$ cat config.mk
export PLATFORM = sky130hd
export DESIGN_NAME = sfit_cell
export DESIGN_NICKNAME = d
export VERILOG_FILES = /design/src/hdl/sorted_frame_index_table_macros.svh /design/src/hdl/sfit_pkg.sv /design/src/hdl/sfit_cell.sv
export SDC_FILE = /design/constraint.sdc
export NUM_CORES = 1
export LEC_CHECK = 0
export ABC_AREA = 1
export BUFFER_PORTS_ARGS = -buffer_cell sky130_fd_sc_hd__buf_2
export CORE_MARGIN = 4
export CORE_UTILIZATION = 30
export DETAILED_ROUTE_END_ITERATION = 6
export REMOVE_ABC_BUFFERS = 1
export SYNTH_ARGS = -nofsm -noshare
export SYNTH_HDL_FRONTEND = slang
export SYNTH_SLANG_ARGS = --single-unit
$ cat constraint.sdc
create_clock -name i_clk -period 2.75 [get_ports i_clk]
set_input_delay 0.275 -clock i_clk [delete_from_list [all_inputs] [get_ports i_clk]]
set_output_delay 0.275 -clock i_clk [all_outputs]
set_load 0.05 [all_outputs]
$ cat src/hdl/sorted_frame_index_table_macros.svh
// assertion macros shared by the sorted frame index table
`ifndef SORTED_FRAME_INDEX_TABLE_MACROS_SVH
`define SORTED_FRAME_INDEX_TABLE_MACROS_SVH

// same-cycle implication, checked out of reset
`define SFIT_ASSERT_IMP(label, ante, cons) \
    label: assert property (@(posedge i_clk) disable iff (!i_rst_n) (ante) |-> (cons)) \
        else $error("sfit assertion failed");

// next-cycle implication, checked out of reset
`define SFIT_ASSERT_NXT(label, ante, cons) \
    label: assert property (@(posedge i_clk) disable iff (!i_rst_n) (ante) |=> (cons)) \
        else $error("sfit assertion failed");

`endif

$ cat src/hdl/sfit_pkg.sv
// shared types and constants of the sorted frame index table
package sfit_pkg;

    localparam int FRAME_W    = 16;
    localparam int STATUS_W   = 3;
    localparam int OUT_H_W    = 32;
    localparam int MOD_STEPS  = FRAME_W + 1;
    localparam int MOD_CNT_W  = $clog2(MOD_STEPS + 1);

    // result status codes
    localparam logic [STATUS_W-1:0] ST_STORED = 3'd0;
    localparam logic [STATUS_W-1:0] ST_RANGE  = 3'd1;
    localparam logic [STATUS_W-1:0] ST_DUP    = 3'd2;
    localparam logic [STATUS_W-1:0] ST_FULL   = 3'd3;
    localparam logic [STATUS_W-1:0] ST_MISS   = 3'd4;
    localparam logic [STATUS_W-1:0] ST_HIT    = 3'd5;

    // input item kinds
    localparam logic KIND_STORE = 1'b0;
    localparam logic KIND_TICK  = 1'b1;

    // control state codes
    localparam logic [1:0] S_IDLE = 2'd0;
    localparam logic [1:0] S_MOD  = 2'd1;
    localparam logic [1:0] S_CMP  = 2'd2;
    localparam logic [1:0] S_UPD  = 2'd3;

    // control broadcast to every cell of the chain
    typedef struct packed {
        logic               cmp_en;
        logic               ins_en;
        logic [FRAME_W-1:0] key;
    } t_cell_ctrl;

endpackage

$ cat src/hdl/sfit_cell.sv
// one table cell: holds an entry, compares it with the key, shifts on insert
module sfit_cell #(
    parameter int HANDLE_BITS = 32
) (
    input  logic                           i_clk,
    input  logic                           i_rst_n,
    input  sfit_pkg::t_cell_ctrl           i_ctrl,
    input  logic [HANDLE_BITS-1:0]         i_new_handle,
    input  logic                           i_prev_valid,
    input  logic [sfit_pkg::FRAME_W-1:0]   i_prev_frame,
    input  logic [HANDLE_BITS-1:0]         i_prev_handle,
    input  logic                           i_prev_gt,
    output logic                           o_valid,
    output logic [sfit_pkg::FRAME_W-1:0]   o_frame,
    output logic [HANDLE_BITS-1:0]         o_handle,
    output logic                           o_gt,
    output logic                           o_eq
);

    logic                         r_valid;
    logic [sfit_pkg::FRAME_W-1:0] r_frame;
    logic [HANDLE_BITS-1:0]       r_handle;
    logic                         r_gt;
    logic                         r_eq;

    // valid flag: empty cells count as larger than any key
    always_ff @(posedge i_clk) begin
        if (!i_rst_n) begin
            r_valid <= 1'b0;
        end else if (i_ctrl.ins_en) begin
            if (i_prev_gt) begin
                r_valid <= i_prev_valid;
            end else if (r_gt) begin
                r_valid <= 1'b1;
            end
        end
    end

    // entry payload: take the neighbor's entry or the new one
    always_ff @(posedge i_clk) begin
        if (i_ctrl.ins_en) begin
            if (i_prev_gt) begin
                r_frame  <= i_prev_frame;
                r_handle <= i_prev_handle;
            end else if (r_gt) begin
                r_frame  <= i_ctrl.key;
                r_handle <= i_new_handle;
            end
        end
    end

    // compare flags
    always_ff @(posedge i_clk) begin
        if (i_ctrl.cmp_en) begin
            r_gt <= !r_valid || (r_frame > i_ctrl.key);
            r_eq <= r_valid && (r_frame == i_ctrl.key);
        end
    end

    assign o_valid  = r_valid;
    assign o_frame  = r_frame;
    assign o_handle = r_handle;
    assign o_gt     = r_gt;
    assign o_eq     = r_eq;

endmodule

==> run metrics, run 1 <==
status=complete, no violations; first-pass GRT wire length=roughly 9.9 mm; critical path arrival=between 1500 and 2000 ps; Final period util=0.534; critical path type=reg2reg; drt first pass iters=6; Total Routing Usage GR=0.121; worst clock skew=7.14 ps; Fmax=0.681 GHz; dpl cell area=~3400 um2; Fin Setup TNS=0 ps; Max VDD drop=0.210 mV; CTS sink count=51; Reg clk slew, reported paths=approximately 90 ps; total wire length=between 6 and 7 mm; Post-Place Cells=525; Worst path max stage delay=410 ps; CTS Buf Count=5; Syn Area/Cell=9.53 um2; CTS resizes=0; Yosys reg bits=51; Critical Path End Type=flop; Max Slew Vio Count=0; Synth cell types=21; Clock Latency Late Sink=300 ps; Crit path buffers/inverters=0; fraction of layout cells with a size suffix above 1=0.395; H-tree levels=2; post-route minimum period=approximately 1500 ps; Hold Path Class=in2reg; critical path's slowest cell=edfxtp_1; CTS Hold Buffers Added=0; post-DR vias/cell=4.17; core footprint=~8300 um2; Die Height=101 um; via count=2221; Pwr Total=1.83 mW; CP max FO=2; initial core utilization=0.314; Final Non-Filler Cells=533; port bufs=between 150 and 200; I/O pins=153; ANT cells=0; largest net degree at the start of global routing=36; drt drc=0; PwrDens=~520 nW/um2; Max Cap Viol=0; Max Root-Sink Buffers=2; Die X-Extent=101 um; Slew headroom=0.560; Finished Cell Area=roughly 3500 um2; unrepaired setup endpoints after global routing=no; initial antenna violation count=0; Layout Nets=545; Root Buffer=clkbuf_8; Layout area overhead=34.7%; CTS tree=done; synth warn=0; Worst Tran Pin Value=659 ps; Hold Fails Final Rpt=0; Antenna Violating Nets Remaining=0; startpoint types=flop; Post-Synthesis Cell Area=2620 um2; RePlAce Congestion=~0.72; Seq/Total Area, Yosys=0.580; leak pwr=between 1.5 and 2 nW; Overflow after GRT=0; Post-CTS Setup Bufs=0; initial DRC count=48; die area=10300 um2; setup violators final=0; delay-heaviest family, CP=flip-flops; post-DR wirelength/cell=11.9 um; FP Rows=33; number of global-route vias before repair=between 2000 and 2500; worst path required time=2810 ps; Post-Synthesis Cells=275; worst path cell trace=ha_1, nand2_1, o21bai_1, nand2_1, a21oi_1, a21oi_2; hpwl dp=5.11 mm; most frequent cell on the critical path=nand2_1
[routing by layer]
metal | vias up | GRT usage | part of all wire
met5 | - | 0 | 0
met4 | 0 | 0.0307 | 0.0096
met3 | 6 | 0.0406 | 0.11
met2 | 97 | 0.210 | 0.47
met1 | 927 | 0.145 | 0.41
li1 | 1191 | - | -
[through the flow]
step | hold slack [ps] | utilization | worst slack [ps]
floorplan | 387 | - | 885
global placement | 503 | 0.413 | 1080
detailed placement | 500 | 0.413 | 1040
CTS | 183 | 0.423 | 1270
global route | 171 | 0.423 | 1120
finish | 195 | 0.423 | 1280
[power breakdown]
part	total, mW	internal [mW]	leakage (nW)	switching (mW)
Sequential	0.940	0.921	0.498	0.0190
Clock	0.421	0.175	0.0477	0.246
Combinational	0.466	0.139	1.32	0.327
Total	1.83	1.24	1.87	0.592
[worst register-to-register path: stages, from the launching register on]
cell	delay (ps)
edfxtp_1	410
ha_1	310
nand2_1	110
o21bai_1	110
nand2_1	60
a21oi_1	170
a21oi_2	70
[state kept, by name, indices dropped and copies added (netlist names)]
signal    cells
o_frame      16
o_handle     32
o_valid       1
o_eq          1
o_gt          1
[worst paths after layout]
| kind | startpoint | to | slack (ps) | depth (start not counted) |
|---|---|---|---|---|
| setup / recovery | o_frame[15]$_DFFE_PP_ | o_gt$_DFFE_PP_ | 1280 | 6 |
| hold reg to reg | o_valid$_SDFFE_PN0P_ | o_valid$_SDFFE_PN0P_ | 570 | 2 |
| setup reg to reg | o_frame[15]$_DFFE_PP_ | o_gt$_DFFE_PP_ | 1280 | 6 |
| hold / removal | i_ctrl[17] | o_eq$_DFFE_PP_ | 190 | 1 |
[cell usage in the layout, fill, tap and decap left out, types with 5 or more instances in the layout]
cell type	n
buf_2	152
nand2_1	136
edfxtp_1	50
inv_1	25
ha_1	16
o21ai_0	15
a21oi_1	5
nor2_1	5
clkbuf_8	5
[synthesized netlist by cell type]
master | n | area, um2
a21o_1 | 1 | 7.51
a21oi_1 | 5 | 25.0
a21oi_2 | 1 | 8.76
buf_4 | 4 | 30.0
buf_6 | 5 | 56.3
clkbuf_1 | 1 | 3.75
dfxtp_1 | 1 | 20.0
edfxtp_1 | 50 | 1500
ha_1 | 16 | 200
inv_1 | 25 | 93.8
inv_4 | 1 | 6.26
nand2_1 | 136 | 510
nand3_1 | 1 | 5.00
nand4_1 | 1 | 6.26
nor2_1 | 5 | 18.8
nor2_2 | 2 | 12.5
nor2_4 | 2 | 22.5
nor3_1 | 1 | 5.00
o21ai_0 | 15 | 75.1
o21ai_1 | 1 | 5.00
o21bai_1 | 1 | 7.51
[cells by family (layout without fill, tap and decap cells)]
kind of cell / Yosys count / in the layout / synth area share
buffers and inverters: 36 / 189 / 0.0726
adders and majority gates: 16 / 16 / 0.0764
AOI/OAI and AO/OA: 24 / 24 / 0.0492
and+or+nand+nor: 148 / 148 / 0.221
DFF: 51 / 51 / 0.580
[final cells by class]
cell class / count / area [um2]
Tap cell: 105 / 131
Fill cell: 868 / 4810
Clock inverter: 3 / 15.0
Multi-Input combinational cell: 188 / 910
Timing Repair Buffer: 155 / 783
Clock buffer: 5 / 68.8
Inverter: 26 / 100
Sequential cell: 51 / 1520
(Power assumes the default switching activity.)
==> inputs of run 2 (changes only) <==
==> constraint.sdc (replaced) <==
create_clock -name i_clk -period 1.3 [get_ports i_clk]
set_input_delay 0.13 -clock i_clk [delete_from_list [all_inputs] [get_ports i_clk]]
set_output_delay 0.13 -clock i_clk [all_outputs]
set_load 0.05 [all_outputs]
==> run 2 against run 1 <==
- the flow now finishes with violations (setup timing)
- die area stayed put
- register-to-register slack worse by 1400 ps
- wire length is 1.9% higher
- maximum frequency is 3.0% higher
- largest cell class unchanged
==> run metrics, run 2 (same netlist as run 1, synthesis figures left out) <==
Layout area overhead=43.6%; drt drc=0 (unchanged); ANT cells=0 (unchanged); Antenna Violating Nets Remaining=0 (unchanged); total wire length=6.49 mm (+1.9%); Reg clk slew, reported paths=90 ps (about the same); initial antenna violation count=0 (unchanged); dpl cell area=3530 um2 (+2.5%); Pwr Total=3.94 mW (+120%); Worst R2R End=o_gt$_DFFE_PP_; commonest cells after routing, fill and taps aside=151 x buf_2, 133 x nand2_1, 50 x edfxtp_1; Critical Path Sink=o_gt$_DFFE_PP_; Clock Latency Late Sink=290 ps (about the same); Die X-Extent=101 um (unchanged); initial DRC count=68 (+42%); core footprint=8340 um2 (unchanged); worst clock skew=4.23 ps (-2.91 ps); post-DR wirelength/cell=11.9 um (-0.11%); Hold Fails Final Rpt=0 (unchanged); first-pass GRT wire length=9.77 mm (-1.0%); Max Root-Sink Buffers=2 (unchanged); leak pwr=1.93 nW (+3.4%); Overflow after GRT=0 (unchanged); FP Rows=33 (unchanged); Fin Setup TNS=-125 ps (-125 ps); worst path required time=1350 ps (-1460 ps); Setup WS pre-CTS=-140 ps (-1180 ps); most common cell after layout, fill and taps aside=buf_2; Slew headroom=0.776 (+0.216); number of global-route vias before repair=2141 (-2.5%); critical path startpoint=o_frame[14]$_DFFE_PP_; failing checks=setup timing; CP max FO=2 (unchanged); status=finished, violations left; Finished Cell Area=3760 um2 (+6.7%); post-DR vias/cell=4.23 (+1.4%); port bufs=152 (unchanged); drt first pass iters=4 (-2); startpoint types=flop; Critical Path End Type=flop; Final period util=1.10 (+0.563); I/O pins=153 (unchanged); fraction of layout cells with a size suffix above 1=0.437 (+0.0425); Die Height=101 um (unchanged); Worst R2R Setup Slack=-130 ps (-1410 ps); R2R Path Start=o_frame[14]$_DFFE_PP_; Max Cap Viol=0 (unchanged); via count=2299 (+3.5%); final worst setup slack=-125 ps (-1410 ps); Hold Path Class=in2reg; Max VDD drop=0.415 mV (+97%); die area=10300 um2 (unchanged); CTS Buf Count=5 (unchanged); Total Routing Usage GR=0.123 (+0.00180); largest net degree at the start of global routing=35 (-2.8%); setup violators final=1 (+1); CTS Hold Buffers Added=0 (unchanged); post-route minimum period=1430 ps (-42.7 ps); Largest register FFs=32 (unchanged); Layout Nets=556 (+2.0%); Worst Tran Pin Value=336 ps (-324 ps); H-tree levels=2 (unchanged); CTS tree=done; Max Slew Vio Count=0 (unchanged); initial core utilization=0.314 (unchanged); FILL cells=837 (-3.6%); critical path arrival=1480 ps (-40 ps); hpwl dp=5.20 mm (+1.8%); Root Buffer=clkbuf_8; Fmax=0.702 GHz (+3.0%); critical path type=reg2reg; RePlAce Congestion=0.773 (+6.9%); CTS sink count=51 (unchanged); worst reg-to-reg path cell count=6 (unchanged); unrepaired setup endpoints after global routing=yes; PwrDens=1050 nW/um2 (+100%)
[run 2: changes by cell type in the layout (fill, tap and decap cells not counted), moves of 2 or more]
| cell | delta |
|---|---|
| a21oi_1 | -2 |
| a21oi_2 | +2 |
| buf_12 | +2 |
| buf_4 | +9 |
| clkinv_1 | +2 |
| clkinv_2 | -3 |
| ha_1 | -8 |
| ha_4 | +8 |
| nand2_1 | -3 |
| nand2_2 | +2 |
| nor2_1 | -2 |
| nor2_2 | +2 |
[run 2: power by group]
part,switching (mW),internal [mW]
logic,0.724,0.366
clock network,0.487,0.368
registers,0.0459,1.95
[run 2: worst min-delay path by stage]
stage | start | endpoint | slack [ps] | cells past startpoint
detailed placement | i_ctrl[17] | o_eq$_DFFE_PP_ | 360 | 1
global placement | i_ctrl[17] | o_eq$_DFFE_PP_ | 360 | 1
floorplan | i_ctrl[17] | o_eq$_DFFE_PP_ | 240 | 0
global route | i_ctrl[17] | o_eq$_DFFE_PP_ | 20 | 1
finish | i_ctrl[17] | o_eq$_DFFE_PP_ | 60 | 1
CTS | i_ctrl[17] | o_eq$_DFFE_PP_ | 40 | 1
[run 2: metal layers]
metal | share of wire | vias up | routed length (um) | track usage
li1 | - | 1212 | - | -
met3 | 0.12 | 7 | 767 | 0.0537
met4 | 0.013 | 0 | 82 | 0.0358
met1 | 0.39 | 987 | 2510 | 0.141
met5 | 0 | - | 0 | 0
met2 | 0.48 | 93 | 3120 | 0.209
[run 2: what timing repair did]
action / 4_1_cts / 5_1_grt
pin swaps: 1 / 7
setup buffers: 0 / 3
endpoints found under the setup margin: 1 / 2
gates resized for setup: 1 / 17
hold endpoints to repair: 0 / 0
gates cloned: 0 / 0
[run 2: critical path, cell delays in order (launching register included)]
cell and delay (ps):
edfxtp_1 410, ha_1 300, nand2_1 100, nor2_2 50
buf_4 130, a21oi_2 140, a21oi_2 60
[run 2: layout make-up]
type / instances / area (um2) / share of cell area
Multi-Input combinational cell: 188 / 1030 / 0.275
Tap cell: 105 / 131 / 0.0349
Sequential cell: 51 / 1520 / 0.404
Clock inverter: 2 / 7.51 / 0.00199
Inverter: 26 / 100 / 0.0266
Clock buffer: 6 / 72.6 / 0.0193
Timing Repair Buffer: 166 / 897 / 0.238
[run 2: metrics by stage]
stage           util  std cells  hold slack (ps)
6_report       0.451        544             55.5
5_1_grt        0.451        544             22.8
4_1_cts        0.433        541             37.8
3_5_place_dp   0.423        533              358
3_3_place_gp   0.423        533              357
2_1_floorplan      -        265              242
